**src/rtl/core/sbp_pkg.sv**
```systemverilog
// Shared types and constants for the ramped bin positioner.
package sbp_pkg;

   localparam int unsigned WaitWidth  = 9;
   localparam int unsigned StepWidth  = 8;
   localparam int unsigned CsrIdxWidth = 3;
   localparam int unsigned CsrDataWidth = 32;

   // Hold periods reloaded at phase 0 before the sensor is looked at (on top of
   // the first one, which the command item loads).
   localparam logic [StepWidth-1:0] HoldPeriods = 8'd3;

   typedef enum logic [1:0] {
      FUNC_TICK = 2'd0,
      FUNC_MOVE = 2'd1,
      FUNC_HOME = 2'd2,
      FUNC_NONE = 2'd3
   } func_type;

   typedef enum logic [CsrIdxWidth-1:0] {
      CSR_PATTERN_TABLE = 3'd0,
      CSR_BASE_DELAY    = 3'd1,
      CSR_RAMP_STEPS    = 3'd2,
      CSR_QUARTER_STEPS = 3'd3,
      CSR_HOME_PERIOD   = 3'd4
   } csr_index_type;

   localparam logic [31:0] PatternTableReset = 32'h352D_2E36;
   localparam logic [7:0]  BaseDelayReset    = 8'd6;
   localparam logic [5:0]  RampStepsReset    = 6'd14;
   localparam logic [6:0]  QuarterStepsReset = 7'd50;
   localparam logic [7:0]  HomePeriodReset   = 8'd20;

   typedef struct packed {
      logic [1:0] func;
      logic [1:0] target_bin;
      logic       home_sensor;
   } item_type;

   typedef struct packed {
      logic [7:0] coil_pattern;
      logic       busy_res;
      logic [1:0] bin_position;
      logic       move_done;
   } result_type;

endpackage

```
**src/rtl/core/stepper_bin_positioner_ramped.sv**
```systemverilog
// Top level of the ramped stepper bin positioner: input and result registers.
//
// Usage
//   req_* carries one word per item: a 1 ms tick, a move command naming a
//   target bin, or a home command, with the hall sensor level. rsp_* returns
//   exactly one word per request word: coil byte, busy flag, bin under the
//   chute and a one-word finish pulse, all taken after that word's update.
//   csr_* writes the five settings registers (pattern table, base delay,
//   ramp steps, quarter steps, home period); write them only while idle.
// Timing
//   A word taken is held in the input register and is processed as it moves
//   into the result register, from which its response is shown. One word per
//   cycle is sustained while rsp_ready stays high; the update is a single pass of
//   counter, compare and add logic between the input and result registers.
// Reset
//   Synchronous reset clears both valid flags, the positioner state and
//   loads the settings defaults. No clearing sweep is needed.
// Stall
//   While rsp_ready is low the response holds; the input register still
//   takes one more word, then req_ready drops until the response moves.
module stepper_bin_positioner_ramped
   import sbp_pkg::*;
(
   input  logic                    clock,
   input  logic                    reset,
   input  logic                    req_valid,
   output logic                    req_ready,
   input  logic [1:0]              req_func,
   input  logic [1:0]              req_target_bin,
   input  logic                    req_home_sensor,
   output logic                    rsp_valid,
   input  logic                    rsp_ready,
   output logic [7:0]              rsp_coil_pattern,
   output logic                    rsp_busy_res,
   output logic [1:0]              rsp_bin_position,
   output logic                    rsp_move_done,
   input  logic                    csr_write_en,
   input  logic [CsrIdxWidth-1:0]  csr_index,
   input  logic [CsrDataWidth-1:0] csr_wdata
);

   logic       in_valid_ff;
   item_type   in_item_ff;
   logic       out_valid_ff;
   result_type out_ff;
   result_type result;
   logic       fire;

   // Move a word from the input register once the result register is free.
   assign fire      = in_valid_ff && (!out_valid_ff || rsp_ready);
   assign req_ready = !in_valid_ff || fire;

   always_ff @(posedge clock) begin
      if (reset) begin
         in_valid_ff <= 1'b0;
      end else if (req_ready) begin
         in_valid_ff <= req_valid;
      end
   end

   always_ff @(posedge clock) begin
      if (req_ready && req_valid) begin
         in_item_ff.func        <= req_func;
         in_item_ff.target_bin  <= req_target_bin;
         in_item_ff.home_sensor <= req_home_sensor;
      end
   end

   always_ff @(posedge clock) begin
      if (reset) begin
         out_valid_ff <= 1'b0;
      end else if (fire) begin
         out_valid_ff <= 1'b1;
      end else if (rsp_ready) begin
         out_valid_ff <= 1'b0;
      end
   end

   always_ff @(posedge clock) begin
      if (fire) begin
         out_ff <= result;
      end
   end

   sbp_core u_core (
      .clock        (clock),
      .reset        (reset),
      .csr_write_en (csr_write_en),
      .csr_index    (csr_index),
      .csr_wdata    (csr_wdata),
      .fire         (fire),
      .item         (in_item_ff),
      .result       (result)
   );

   assign rsp_valid        = out_valid_ff;
   assign rsp_coil_pattern = out_ff.coil_pattern;
   assign rsp_busy_res     = out_ff.busy_res;
   assign rsp_bin_position = out_ff.bin_position;
   assign rsp_move_done    = out_ff.move_done;

endmodule

```
**src/rtl/core/sbp_core.sv**
```systemverilog
// Positioner state, settings registers and the per-word update logic.
module sbp_core
   import sbp_pkg::*;
(
   input  logic                    clock,
   input  logic                    reset,
   input  logic                    csr_write_en,
   input  logic [CsrIdxWidth-1:0]  csr_index,
   input  logic [CsrDataWidth-1:0] csr_wdata,
   input  logic                    fire,
   input  item_type                item,
   output result_type              result
);

   logic [31:0] pattern_ff;
   logic [7:0]  base_ff;
   logic [5:0]  ramp_ff;
   logic [6:0]  quarter_ff;
   logic [7:0]  home_period_ff;

   logic [1:0]           phase_ff, phase_in;
   logic [1:0]           bin_ff, bin_in;
   logic [1:0]           goal_ff, goal_in;
   logic                 active_ff, active_in;
   logic                 homing_ff, homing_in;
   logic                 reverse_ff, reverse_in;
   logic [StepWidth-1:0] total_ff, total_in;
   logic [StepWidth-1:0] index_ff, index_in;
   logic [WaitWidth-1:0] wait_ff, wait_in;

   logic [1:0]           dist_bins;
   logic [StepWidth-1:0] cmd_total;
   logic [StepWidth-1:0] adv_i, adv_n;
   logic                 adv_rev;
   logic                 move_finish;
   logic [StepWidth-1:0] dist_end, dist_near, ramp_sel;
   logic [WaitWidth-1:0] move_wait, wait_dec;
   logic [1:0]           move_phase;
   logic                 done;

   always_ff @(posedge clock) begin
      if (reset) begin
         pattern_ff     <= PatternTableReset;
         base_ff        <= BaseDelayReset;
         ramp_ff        <= RampStepsReset;
         quarter_ff     <= QuarterStepsReset;
         home_period_ff <= HomePeriodReset;
      end else if (csr_write_en) begin
         unique case (csr_index)
            CSR_PATTERN_TABLE: pattern_ff     <= csr_wdata;
            CSR_BASE_DELAY:    base_ff        <= csr_wdata[7:0];
            CSR_RAMP_STEPS:    ramp_ff        <= csr_wdata[5:0];
            CSR_QUARTER_STEPS: quarter_ff     <= csr_wdata[6:0];
            CSR_HOME_PERIOD:   home_period_ff <= csr_wdata[7:0];
            default: ;
         endcase
      end
   end

   always_ff @(posedge clock) begin
      if (reset) begin
         phase_ff   <= '0;
         bin_ff     <= '0;
         goal_ff    <= '0;
         active_ff  <= 1'b0;
         homing_ff  <= 1'b0;
         reverse_ff <= 1'b0;
         total_ff   <= '0;
         index_ff   <= '0;
         wait_ff    <= '0;
      end else if (fire) begin
         phase_ff   <= phase_in;
         bin_ff     <= bin_in;
         goal_ff    <= goal_in;
         active_ff  <= active_in;
         homing_ff  <= homing_in;
         reverse_ff <= reverse_in;
         total_ff   <= total_in;
         index_ff   <= index_in;
         wait_ff    <= wait_in;
      end
   end

   // Step arithmetic, shared by the move command and by a tick that ends a wait.
   always_comb begin
      dist_bins = item.target_bin - bin_ff;
      cmd_total = (dist_bins == 2'd2) ? {quarter_ff, 1'b0} : {1'b0, quarter_ff};

      if (func_type'(item.func) == FUNC_MOVE) begin
         adv_i   = '0;
         adv_n   = cmd_total;
         adv_rev = (dist_bins == 2'd3);
      end else begin
         adv_i   = index_ff;
         adv_n   = total_ff;
         adv_rev = reverse_ff;
      end

      move_finish = (adv_i >= adv_n);
      dist_end    = adv_n - 8'd1 - adv_i;
      dist_near   = (adv_i < dist_end) ? adv_i : dist_end;
      ramp_sel    = ({2'b00, ramp_ff} > dist_near) ? ({2'b00, ramp_ff} - dist_near) : '0;
      move_wait   = {1'b0, base_ff} + {3'b000, ramp_sel[5:0]};
      move_phase  = adv_rev ? (phase_ff + 2'd3) : (phase_ff + 2'd1);
      wait_dec    = (wait_ff != '0) ? (wait_ff - 9'd1) : '0;
   end

   always_comb begin
      phase_in   = phase_ff;
      bin_in     = bin_ff;
      goal_in    = goal_ff;
      active_in  = active_ff;
      homing_in  = homing_ff;
      reverse_in = reverse_ff;
      total_in   = total_ff;
      index_in   = index_ff;
      wait_in    = wait_ff;
      done       = 1'b0;

      unique case (func_type'(item.func))
         FUNC_TICK: begin
            if (active_ff) begin
               wait_in = wait_dec;
               if (wait_dec == '0) begin
                  if (homing_ff) begin
                     if (index_ff < HoldPeriods) begin
                        index_in = index_ff + 8'd1;
                        wait_in  = {1'b0, home_period_ff};
                     end else if (!item.home_sensor) begin
                        active_in = 1'b0;
                        homing_in = 1'b0;
                        bin_in    = '0;
                        goal_in   = '0;
                        done      = 1'b1;
                     end else begin
                        phase_in = phase_ff + 2'd1;
                        wait_in  = {1'b0, home_period_ff};
                     end
                  end else if (move_finish) begin
                     active_in = 1'b0;
                     bin_in    = goal_ff;
                     done      = 1'b1;
                  end else begin
                     phase_in = move_phase;
                     wait_in  = move_wait;
                     index_in = index_ff + 8'd1;
                  end
               end
            end
         end
         FUNC_MOVE: begin
            if (!active_ff && dist_bins != 2'd0) begin
               total_in   = cmd_total;
               reverse_in = adv_rev;
               goal_in    = item.target_bin;
               homing_in  = 1'b0;
               // first step goes on the command word itself
               if (move_finish) begin
                  active_in = 1'b0;
                  bin_in    = item.target_bin;
                  index_in  = '0;
                  wait_in   = '0;
                  done      = 1'b1;
               end else begin
                  active_in = 1'b1;
                  phase_in  = move_phase;
                  wait_in   = move_wait;
                  index_in  = 8'd1;
               end
            end
         end
         FUNC_HOME: begin
            if (!active_ff) begin
               phase_in  = '0;
               homing_in = 1'b1;
               active_in = 1'b1;
               index_in  = '0;
               wait_in   = {1'b0, home_period_ff};
            end
         end
         default: ;
      endcase

      result.coil_pattern = pattern_ff[{phase_in, 3'b000} +: 8];
      result.busy_res     = active_in;
      result.bin_position = bin_in;
      result.move_done    = done;
   end

   a_homing_active: assert property (@(posedge clock) disable iff (reset)
      homing_ff |-> active_ff)
      else $error("homing without an active operation");

   a_done_idle: assert property (@(posedge clock) disable iff (reset)
      fire && result.move_done |=> !active_ff && !homing_ff)
      else $error("still busy after a finish pulse");

   a_index_bound: assert property (@(posedge clock) disable iff (reset)
      active_ff && !homing_ff |-> index_ff <= total_ff)
      else $error("step index ran past the move length");

   a_idle_wait: assert property (@(posedge clock) disable iff (reset)
      !active_ff |-> wait_ff == '0)
      else $error("wait counter left running while idle");

endmodule

```
**config.mk**
```make
export PLATFORM = sky130hd
export DESIGN_NAME = stepper_bin_positioner_ramped
export DESIGN_NICKNAME = d
export VERILOG_FILES = /design/src/rtl/core/sbp_pkg.sv /design/src/rtl/core/stepper_bin_positioner_ramped.sv /design/src/rtl/core/sbp_core.sv
export SDC_FILE = /design/constraint.sdc
export NUM_CORES = 1
export LEC_CHECK = 0
export BUFFER_PORTS_ARGS = -buffer_cell sky130_fd_sc_hd__buf_2
export CORE_MARGIN = 1
export CORE_UTILIZATION = 55
export CTS_CLUSTER_DIAMETER = 80
export DETAILED_ROUTE_END_ITERATION = 8
export GPL_ROUTABILITY_DRIVEN = 0
export PLACE_DENSITY = 0.74
export SLEW_MARGIN = 20
export SYNTH_ARGS = -nofsm -noshare
export SYNTH_HDL_FRONTEND = slang
export SYNTH_SLANG_ARGS = --single-unit
```
**constraint.sdc**
```tcl
create_clock -name clock -period 8.5 [get_ports clock]
set_input_delay 2.125 -clock clock [delete_from_list [all_inputs] [get_ports clock]]
set_output_delay 2.125 -clock clock [all_outputs]
set_load 0.01 [all_outputs]
```
==> results of run 1 <==
==> cell families (layout without fill, tap and decap cells) <==
| kind of cell | Yosys count | after routing | share of synthesized area |
|---|---|---|---|
| AND/OR/NAND/NOR | 350 | 350 | 0.233 |
| flip-flops | 114 | 114 | 0.363 |
| multiplexers | 42 | 42 | 0.0638 |
| XOR/XNOR | 25 | 25 | 0.0347 |
| AO/OA/AOI/OAI | 177 | 177 | 0.171 |
| adder cells (fa/ha/maj) | 45 | 45 | 0.0868 |
| buffers and inverters | 82 | 131 | 0.0467 |
==> power breakdown <==
group | total [uW] | internal [uW] | switching, uW
clock network | 718 | 439 | 278
logic | 247 | 93.3 | 154
registers | 582 | 567 | 15.4
==> state kept, by name, indices dropped and copies added (netlist names) <==
| name | cells |
|---|---|
| u_core.base_ff | 8 |
| u_core.wait_ff | 9 |
| u_core.reverse_ff | 1 |
| rsp_coil_pattern | 8 |
| u_core.quarter_ff | 7 |
| u_core.homing_ff | 1 |
| rsp_valid | 1 |
| u_core.ramp_ff | 6 |
| rsp_bin_position | 2 |
| in_valid_ff | 1 |
| u_core.index_ff | 8 |
| u_core.home_period_ff | 8 |
| in_item_ff | 5 |
| rsp_move_done | 1 |
| u_core.active_ff | 1 |
| u_core.pattern_ff | 32 |
| u_core.goal_ff | 2 |
| u_core.phase_ff | 2 |
| u_core.total_ff | 8 |
| rsp_busy_res | 1 |
| u_core.bin_ff | 2 |
==> area by class of cell <==
cell class,instances,share of cell area
timing repair buffer,61,0.0406
inverter,38,0.0185
clock inverter,15,0.0223
sequential,114,0.319
clock buffer,17,0.0553
tap,147,0.0239
multi-input combinational,639,0.521
==> cells in the final DEF (no fill, tap or decap), drive strengths merged, types with 19 or more instances in the layout <==
cell and n:
nand2 159, dfxtp 97, nor2 69, a21oi 69, buf 61, nand3 46, inv 45, ha 42
mux2i 37, o21ai 19
==> worst reg2reg max path: cells and delay by family, from the launching register on <==
kind | cells | cell delay [ps]
mux | 1 | 300
fa+ha+maj | 6 | 1630
flops | 1 | 470
xor+xnor | 3 | 500
compound gates | 18 | 3630
simple gates | 9 | 1250
==> what timing repair did <==
item	CTS	global route
setup buffers	0	0
setup endpoints to repair	0	6
gates resized for setup	0	6
==> metal layers <==
layer | wire (microns) | share of wire
met1 | 7680 | 0.43
met2 | 8340 | 0.47
met3 | 1320 | 0.074
met4 | 536 | 0.030
met5 | 0 | 0
==> worst paths after layout <==
kind	startpoint	end	slack (ps)	cells past startpoint
max reg2reg	in_item_ff[2]	u_core.wait_ff[4]	600	37
min	u_core.home_period_ff[6]	u_core.home_period_ff[6]	460	2
max	in_item_ff[2]	u_core.wait_ff[4]	600	37
min reg2reg	u_core.home_period_ff[6]	u_core.home_period_ff[6]	460	2
==> through the flow <==
stage          setup WS [ps]  std cells  utilization  cell area, sq um  power [uW]
2_1_floorplan           1020        835            -              6750         764
4_1_cts                  441       1031        0.641              7670        1550
6_report                 598       1031        0.644              7700        1550
5_1_grt                 40.5       1031        0.644              7700        1610
3_3_place_gp            1000        999        0.591              7070         824
3_5_place_dp             623        999        0.591              7070         831
==> out/metrics.yaml, run 1 <==
status: "completed"
start_kind: "register"
drt_iter0_drc: 648
num_rows: 40
holdCritPathClass: "register to register"
clock_latency_ps: 420
cp_num_buf_inv: 0
hold_slack_ps: 456
drv_cap: 0
drt_wl_total_microns: 17900
fin_crit_sh: 0.930
clockRootBuffer: "clkbuf_16"
powerDensity_mw_per_mm2: 201
crit_top_cell: "nor2_1"
worst_path_dominant_cell_family: "compound AO/OA/AOI/OAI gates"
vias: 6239
worstMarginPinSlew_ps: 1060
syn_area_per_cell_sq_um: 8.08
multi_input_area_sq_mm: 0.00401
synth_warnings: 0
crit_path_end_kind: "register"
critPathKind: "register to register"
cp.arrival_ps: 8170
critical_path.max_stage_delay_ps: 470
drtPass1Iterations: 5
cts_hold_buf: 0
grt_use_met1: 0.370
coreArea_sq_mm: 0.0120
die_area_sq_mm: 0.0127
hpwl_microns: 12400
groute.usage.overall: 0.295
drt-vias-per-instance: 6.05
hold_viol: 0
grt_pass1_vias: 6070
grt.busiest_layer: "met2"
dieWidth_microns: 113
regArea_sq_mm: 0.00245
required_ps: 8770
synthDistinctLibCells: 69
drive_gt1_frac: 0.129
yosys-top-cells-count: "159 x nand2_1, 97 x dfxtp_1, 69 x a21oi_1, 68 x nor2_1, 46 x nand3_1"
timing.fmax_mhz: 127
yosysMostFrequentCell: "nand2_1"
cts_tree: "built"
skew_ps: 6.84
use_met3: 0.0696
grt_start_max_net_pins: 63
clkSinkCount: 114
antenna_found_initial: 0
drv_slew: 0
cp_slowest_cell: "edfxtp_1"
synth-edff-count: 17
p_leak_uw: 0.00322
finalCriticalPeriod_ps: 7900
crit_fanout: 11
boundaryPins: 59
finalSetupViolations: 0
start_util: 0.564
area_growth_pct: 14.1
nets: 961
n_antenna_cell: 0
grt_pass1_wl_microns: 29400
irDropWorstVdd_mv: 0.135
dieHeight_microns: 113
finalSetupTns_ps: 0
ys_seq_elements: 114
cts_max_level: 4
synth_flop_cell: "dfxtp_1"
wire_per_inst_microns: 17.3
numCtsBuffers: 17
syn-instance-count: 835
yosys-top-cells-area: "dfxtp_1 29%, nand2_1 8.8%, ha_1 7.8%, edfxtp_1 7.6%, mux2i_1 5.5%"
final_antenna_net_count: 0
async_reset_ff_frac: 0
yosysTopAreaCellShare: 0.288
clockBufferDepth: 2
n_fill_cell: 1002
yosysTopAreaCell: "dfxtp_1"
seq_area_frac_synth: 0.363
rsz0062_at_grt: "false"
met2_usage: 0.480
synth_fp_nets: 925
syn_area_sq_mm: 0.00675
path_clk_slew_ps: 60
overflow: 0
io_buffers: 58
max_slew_margin: 0.296
drcViolationCount: 0
Note: power is estimated with default switching activity, not from simulation.
==> inputs of run 2 (changes only) <==
--- a/config.mk
+++ b/config.mk
@@ -6,12 +6,14 @@
 export NUM_CORES = 1
 export LEC_CHECK = 0
 export BUFFER_PORTS_ARGS = -buffer_cell sky130_fd_sc_hd__buf_2
+export CELL_PAD_IN_SITES_DETAIL_PLACEMENT = 1
+export CELL_PAD_IN_SITES_GLOBAL_PLACEMENT = 1
 export CORE_MARGIN = 1
-export CORE_UTILIZATION = 55
+export CORE_UTILIZATION = 45
 export CTS_CLUSTER_DIAMETER = 80
 export DETAILED_ROUTE_END_ITERATION = 8
 export GPL_ROUTABILITY_DRIVEN = 0
-export PLACE_DENSITY = 0.74
+export PLACE_DENSITY_LB_ADDON = 0.1
 export SLEW_MARGIN = 20
 export SYNTH_ARGS = -nofsm -noshare
 export SYNTH_HDL_FRONTEND = slang
==> run 2 against run 1 <==
Effect of this change: largest cell class unchanged; core utilization fell by 11 points; sequential share of layout area fell by 0.45 points; sequential cell count did not move; hold slack improved by 2.6 ps; highest routed layer unchanged; worst setup slack improved by 110 ps.
==> out/metrics.yaml, run 2 (synthesized netlist as in run 1, its figures left out) <==
critPathKind: "register to register"
cp_slowest_cell: "edfxtp_1"
powerDensity_mw_per_mm2: 206  # +2.5%
grt_pass1_wl_microns: 33500  # +14%
drt-vias-per-instance: 5.80  # -4.2%
largest_register: "u_core.pattern_ff"
start_kind: "register"
critical_path.max_stage_delay_ps: 510  # +40 ps
vias: 6203  # -0.58%
dieHeight_microns: 124  # +10%
placed_cell_area_sq_mm: 0.00713  # +0.76%
antenna_found_initial: 0  # unchanged
reg.largest.list: "u_core.pattern_ff (32), u_core.wait_ff (9)"
drtPass1Iterations: 4  # -1
irDropWorstVdd_mv: 0.149  # +10%
clock_latency_ps: 430  # about the same
grt_pass1_vias: 6543  # +7.8%
drive_gt1_frac: 0.131  # +0.00197
switching_power_uw: 451  # +0.90%
p_clk_frac: 0.479  # +0.015
cts_max_level: 4  # unchanged
internal_power_uw: 1160  # +5.2%
p_sw_frac: 0.281  # -0.00843
path_clk_slew_ps: 60  # about the same
timing.fmax_mhz: 128  # +1.4%
hold_viol: 0  # unchanged
cts_tree: "built"
max_slew_margin: 0.251  # -0.0450
finalSetupViolations: 0  # unchanged
finalInstanceArea_sq_mm: 0.00781  # +1.4%
final_cell_mix: "159 x nand2_1, 97 x dfxtp_1, 68 x a21oi_1"
clockBufferDepth: 2  # unchanged
die_area_sq_mm: 0.0155  # +22%
clockRootBuffer: "clkbuf_16"
hpwl_microns: 14700  # +18%
cts_hold_buf: 0  # unchanged
cp.arrival_ps: 8060  # -110 ps
drv_cap: 0  # unchanged
boundaryPins: 59  # unchanged
skew_ps: 13.4  # +6.55 ps
required_ps: 8770  # about the same
drcViolationCount: 0  # unchanged
finalCriticalPeriod_ps: 7790  # -108 ps
grt_start_max_net_pins: 63  # unchanged
groute.usage.overall: 0.272  # -0.0229
start_util: 0.463  # -0.102
crit_top_cell: "nor2_1"
fin_crit_sh: 0.917  # -0.0127
crit_path_end_kind: "register"
n_fill_cell: 1746  # +74%
finalSetupTns_ps: 0  # unchanged
rsz0062_at_grt: "false"
drv_slew: 0  # unchanged
n_antenna_cell: 0  # unchanged
holdCritPathClass: "register to register"
dieWidth_microns: 124  # +10%
p_comb_frac: 0.159  # about the same
io_buffers: 58  # unchanged
p_seq_frac: 0.362  # -0.015
crit_fanout: 11  # unchanged
overflow: 0  # unchanged
num_rows: 44  # +10%
clkSinkCount: 114  # unchanged
worstMarginPinSlew_ps: 1120  # +64.5 ps
drt_iter0_drc: 343  # -47%
area_growth_pct: 15.7
final_antenna_net_count: 0  # unchanged
status: "completed"
final_common_cell: "nand2_1"
drt_wl_total_microns: 20400  # +14%
largest_reg_flops: 32  # unchanged
numCtsBuffers: 17  # unchanged
coreArea_sq_mm: 0.0146  # +22%
wire_per_inst_microns: 19.1  # +10%
nets: 963  # +0.21%
p_leak_uw: 0.00324  # +0.54%
==> run 2: per-layer routing <==
| layer | vias to the layer above | wire (microns) | track usage |
|---|---|---|---|
| met3 | 41 | 939 | 0.0593 |
| met2 | 144 | 9690 | 0.446 |
| met1 | 3014 | 9290 | 0.347 |
| li1 | 3004 | - | - |
| met5 | - | 0 | 0 |
| met4 | 0 | 477 | 0.108 |
==> run 2: worst paths after layout <==
check | slack (ps) | start | cells past startpoint | endpoint
hold reg to reg | 460 | u_core.total_ff[0] | 2 | u_core.total_ff[0]
setup reg to reg | 710 | in_item_ff[2] | 37 | u_core.wait_ff[4]
setup / recovery | 710 | in_item_ff[2] | 37 | u_core.wait_ff[4]
hold / removal | 460 | u_core.total_ff[0] | 2 | u_core.total_ff[0]
==> run 2: layout make-up <==
type,instances,area [sq um],share of cell area
Multi-Input combinational cell,639,4020,0.515
Clock inverter,14,204,0.0261
Clock buffer,18,429,0.0550
Tap cell,184,230,0.0295
Sequential cell,114,2450,0.314
Timing Repair Buffer,63,328,0.0420
Inverter,38,143,0.0183
==> run 2: power by group through the flow <==
| stage | registers [uW] | logic, uW | clock network [uW] |
|---|---|---|---|
| floorplan | 589 | 175 | 0 |
| global placement | 592 | 240 | 0 |
| global route | 585 | 279 | 803 |
| detailed placement | 593 | 248 | 0 |
| CTS | 582 | 251 | 782 |
| finish | 582 | 255 | 770 |
==> run 2: stage by stage <==
stage               setup WS, ps  instances  total power, uW   util  hold slack, ps
global placement             904       1037              832  0.489             439
detailed placement           314       1037              841  0.489             454
global route                7.46       1070             1670  0.535             477
floorplan                   1020        835              764      -             432
finish                       706       1070             1610  0.535             459
CTS                          267       1069             1620  0.532             462
==> run 2: critical path, delay by kind of cell, from the launching register on <==
family	cells	cell delay [ps]
AND/OR/NAND/NOR	9	1250
flip-flops	1	510
multiplexers	1	290
adder cells (fa/ha/maj)	6	1650
AO/OA/AOI/OAI	18	3440
XOR/XNOR	3	480
==> run 2: timing repair <==
action / 4_1_cts / 5_1_grt
setup endpoints to repair: 0 / 7
buffers inserted: 0 / 1
gates resized for setup: 0 / 9
==> inputs of run 3 (changes only) <==
--- a/config.mk
+++ b/config.mk
@@ -6,7 +6,7 @@
 export NUM_CORES = 1
 export LEC_CHECK = 0
 export BUFFER_PORTS_ARGS = -buffer_cell sky130_fd_sc_hd__buf_2
-export CELL_PAD_IN_SITES_DETAIL_PLACEMENT = 1
+export CELL_PAD_IN_SITES_DETAIL_PLACEMENT = 0
 export CELL_PAD_IN_SITES_GLOBAL_PLACEMENT = 1
 export CORE_MARGIN = 1
 export CORE_UTILIZATION = 45
==> constraint.sdc (replaced) <==
create_clock -name clock -period 8.5 [get_ports clock]
set_input_delay 2.125 -clock clock [delete_from_list [all_inputs] [get_ports clock]]
set_output_delay 2.125 -clock clock [all_outputs]
set_load 0.005 [all_outputs]
==> run 3 against run 2 <==
Effect of this change: die area unchanged; final cell count hardly changed; final area fell by 0.62%; maximum frequency grew 1.7%; hold slack got worse by 9.7 ps; largest power group unchanged; combinational power decreased by 3%; count of clock-buffer cells in the layout is the same; power fell by 2.9%; via count decreased by 2.3%; sequential share of layout area rose by 0.20 points; critical path depth is the same.
==> out/metrics.yaml, run 3 (synthesized netlist as in run 1, its figures left out) <==
finalInstanceArea_sq_mm: 0.00776  # -0.62%
pre_cts_ws_ps: 585  # +271 ps
hpwl_microns: 13300  # -9.4%
n_antenna_cell: 0  # unchanged
clkSinkCount: 114  # unchanged
boundaryPins: 59  # unchanged
vias: 6058  # -2.3%
postLayoutCoreUtil: 0.532  # -0.00334
drt_wl_total_microns: 18500  # -9.5%
dieWidth_microns: 124  # unchanged
final_cell_mix: "159 x nand2_1, 97 x dfxtp_1, 69 x a21oi_1"
area_growth_pct: 15.0
reg.largest.list: "u_core.pattern_ff (32), u_core.wait_ff (9)"
num_rows: 44  # unchanged
cts_tree: "built"
final_cells: 1069  # -0.093%
groute.usage.overall: 0.246  # -0.0264
drcViolationCount: 0  # unchanged
critPathKind: "register to register"
grt_pass1_vias: 5956  # -9.0%
crit_fanout: 11  # unchanged
p_clk_frac: 0.469  # -0.010
skew_ps: 10.4  # -3.01 ps
dp.cells: 1037  # unchanged
clockBufferDepth: 2  # unchanged
largest_reg_flops: 32  # unchanged
overflow: 0  # unchanged
nets: 962  # -0.10%
cp.arrival_ps: 7970  # -90 ps
critical_path.max_stage_delay_ps: 470  # -40 ps
path_clk_slew_ps: 60  # about the same
finalSetupViolations: 0  # unchanged
min_from: "u_core.total_ff[7]"
hold_viol: 0  # unchanged
required_ps: 8810  # +40 ps
n_fill_cell: 1395  # -20%
status: "completed"
holdCritPathClass: "register to register"
dieHeight_microns: 124  # unchanged
final_common_cell: "nand2_1"
die_area_sq_mm: 0.0155  # unchanged
numCtsBuffers: 17  # unchanged
timing.fmax_mhz: 131  # +1.7%
cts_max_level: 4  # unchanged
p_leak_uw: 0.00322  # -0.54%
finalCriticalPeriod_ps: 7660  # -133 ps
max_slew_margin: 0.270  # +0.0192
coreArea_sq_mm: 0.0146  # unchanged
drv_slew: 0  # unchanged
p_sw_frac: 0.279  # -0.00138
antenna_found_initial: 0  # unchanged
cp_slowest_cell: "edfxtp_1"
internal_power_uw: 1120  # -2.7%
irDropWorstVdd_mv: 0.144  # -3.2%
switching_power_uw: 436  # -3.4%
clockRootBuffer: "clkbuf_16"
clock_latency_ps: 420  # about the same
worst_slack_ps: 839  # +133 ps
p_comb_frac: 0.158  # about the same
largest_register: "u_core.pattern_ff"
p_seq_frac: 0.373  # +0.011
grt_start_max_net_pins: 63  # unchanged
startpoint: "in_item_ff[2]"
drtPass1Iterations: 5  # +1
drive_gt1_frac: 0.128  # -0.00324
worstMarginPinSlew_ps: 1090  # -25.9 ps
placed_cell_area_sq_mm: 0.00713  # unchanged
finalSetupTns_ps: 0  # unchanged
final_antenna_net_count: 0  # unchanged
cts_setup_buffers: 0  # unchanged
start_kind: "register"
cts_hold_buf: 0  # unchanged
fin_crit_sh: 0.901  # -0.0157
wire_per_inst_microns: 17.3  # -9.4%
crit_path_end_kind: "register"
drv_cap: 0  # unchanged
rsz0062_at_grt: "false"
io_buffers: 58  # unchanged
grt_pass1_wl_microns: 30200  # -9.9%
drt-vias-per-instance: 5.67  # -2.2%
drt_iter0_drc: 400  # +17%
crit_top_cell: "a21oi_1"
powerDensity_mw_per_mm2: 201  # -2.3%
rr_startpoint: "in_item_ff[2]"
start_util: 0.463  # unchanged
-- run 3: power groups by stage --
stage | Combinational, uW | Clock (uW) | Sequential [uW]
after floorplan | 175 | 0 | 588
after global placement | 239 | 0 | 592
after detailed placement | 242 | 0 | 593
after CTS | 244 | 744 | 582
after global routing | 272 | 771 | 584
final | 247 | 732 | 582
-- run 3: final timing paths --
check	depth (start not counted)	slack, ps	to
max	37	840	u_core.wait_ff[5]
min	2	450	u_core.total_ff[7]
max reg2reg	37	840	u_core.wait_ff[5]
min reg2reg	2	450	u_core.total_ff[7]
-- run 3: layer usage --
metal	share of wire	GRT usage	vias to the layer above
li1	-	-	3006
met1	0.48	0.330	2852
met2	0.46	0.395	176
met3	0.050	0.0554	24
met4	0.011	0.0680	0
met5	0	0	-
-- run 3: stage by stage --
stage | total power [uW] | hold WS, ps
CTS | 1570 | 450
finish | 1560 | 449
global route | 1630 | 472
floorplan | 763 | 432
global placement | 831 | 439
detailed placement | 834 | 443
-- run 3: final cells by class --
class / instances / area (sq um) / share of cell area
multi-input cells: 639 / 4010 / 0.516
flip-flops and latches: 114 / 2450 / 0.316
clock buffers: 18 / 429 / 0.0553
repair buffers: 62 / 320 / 0.0413
well taps: 184 / 230 / 0.0297
clock inverters: 14 / 179 / 0.0231
inverters: 38 / 143 / 0.0184
-- run 3: critical path: cells and delay by family, from the launching register on --
kind / cells / cell delay (ps)
flops: 1 / 470
mux: 1 / 260
simple gates: 9 / 1670
fa+ha+maj: 5 / 1430
compound gates: 20 / 3310
xor+xnor: 2 / 400
-- run 3: what timing repair did --
item,in CTS,in global routing
endpoints found under the hold margin,0,0
endpoints found under the setup margin,0,6
resized for setup,0,5
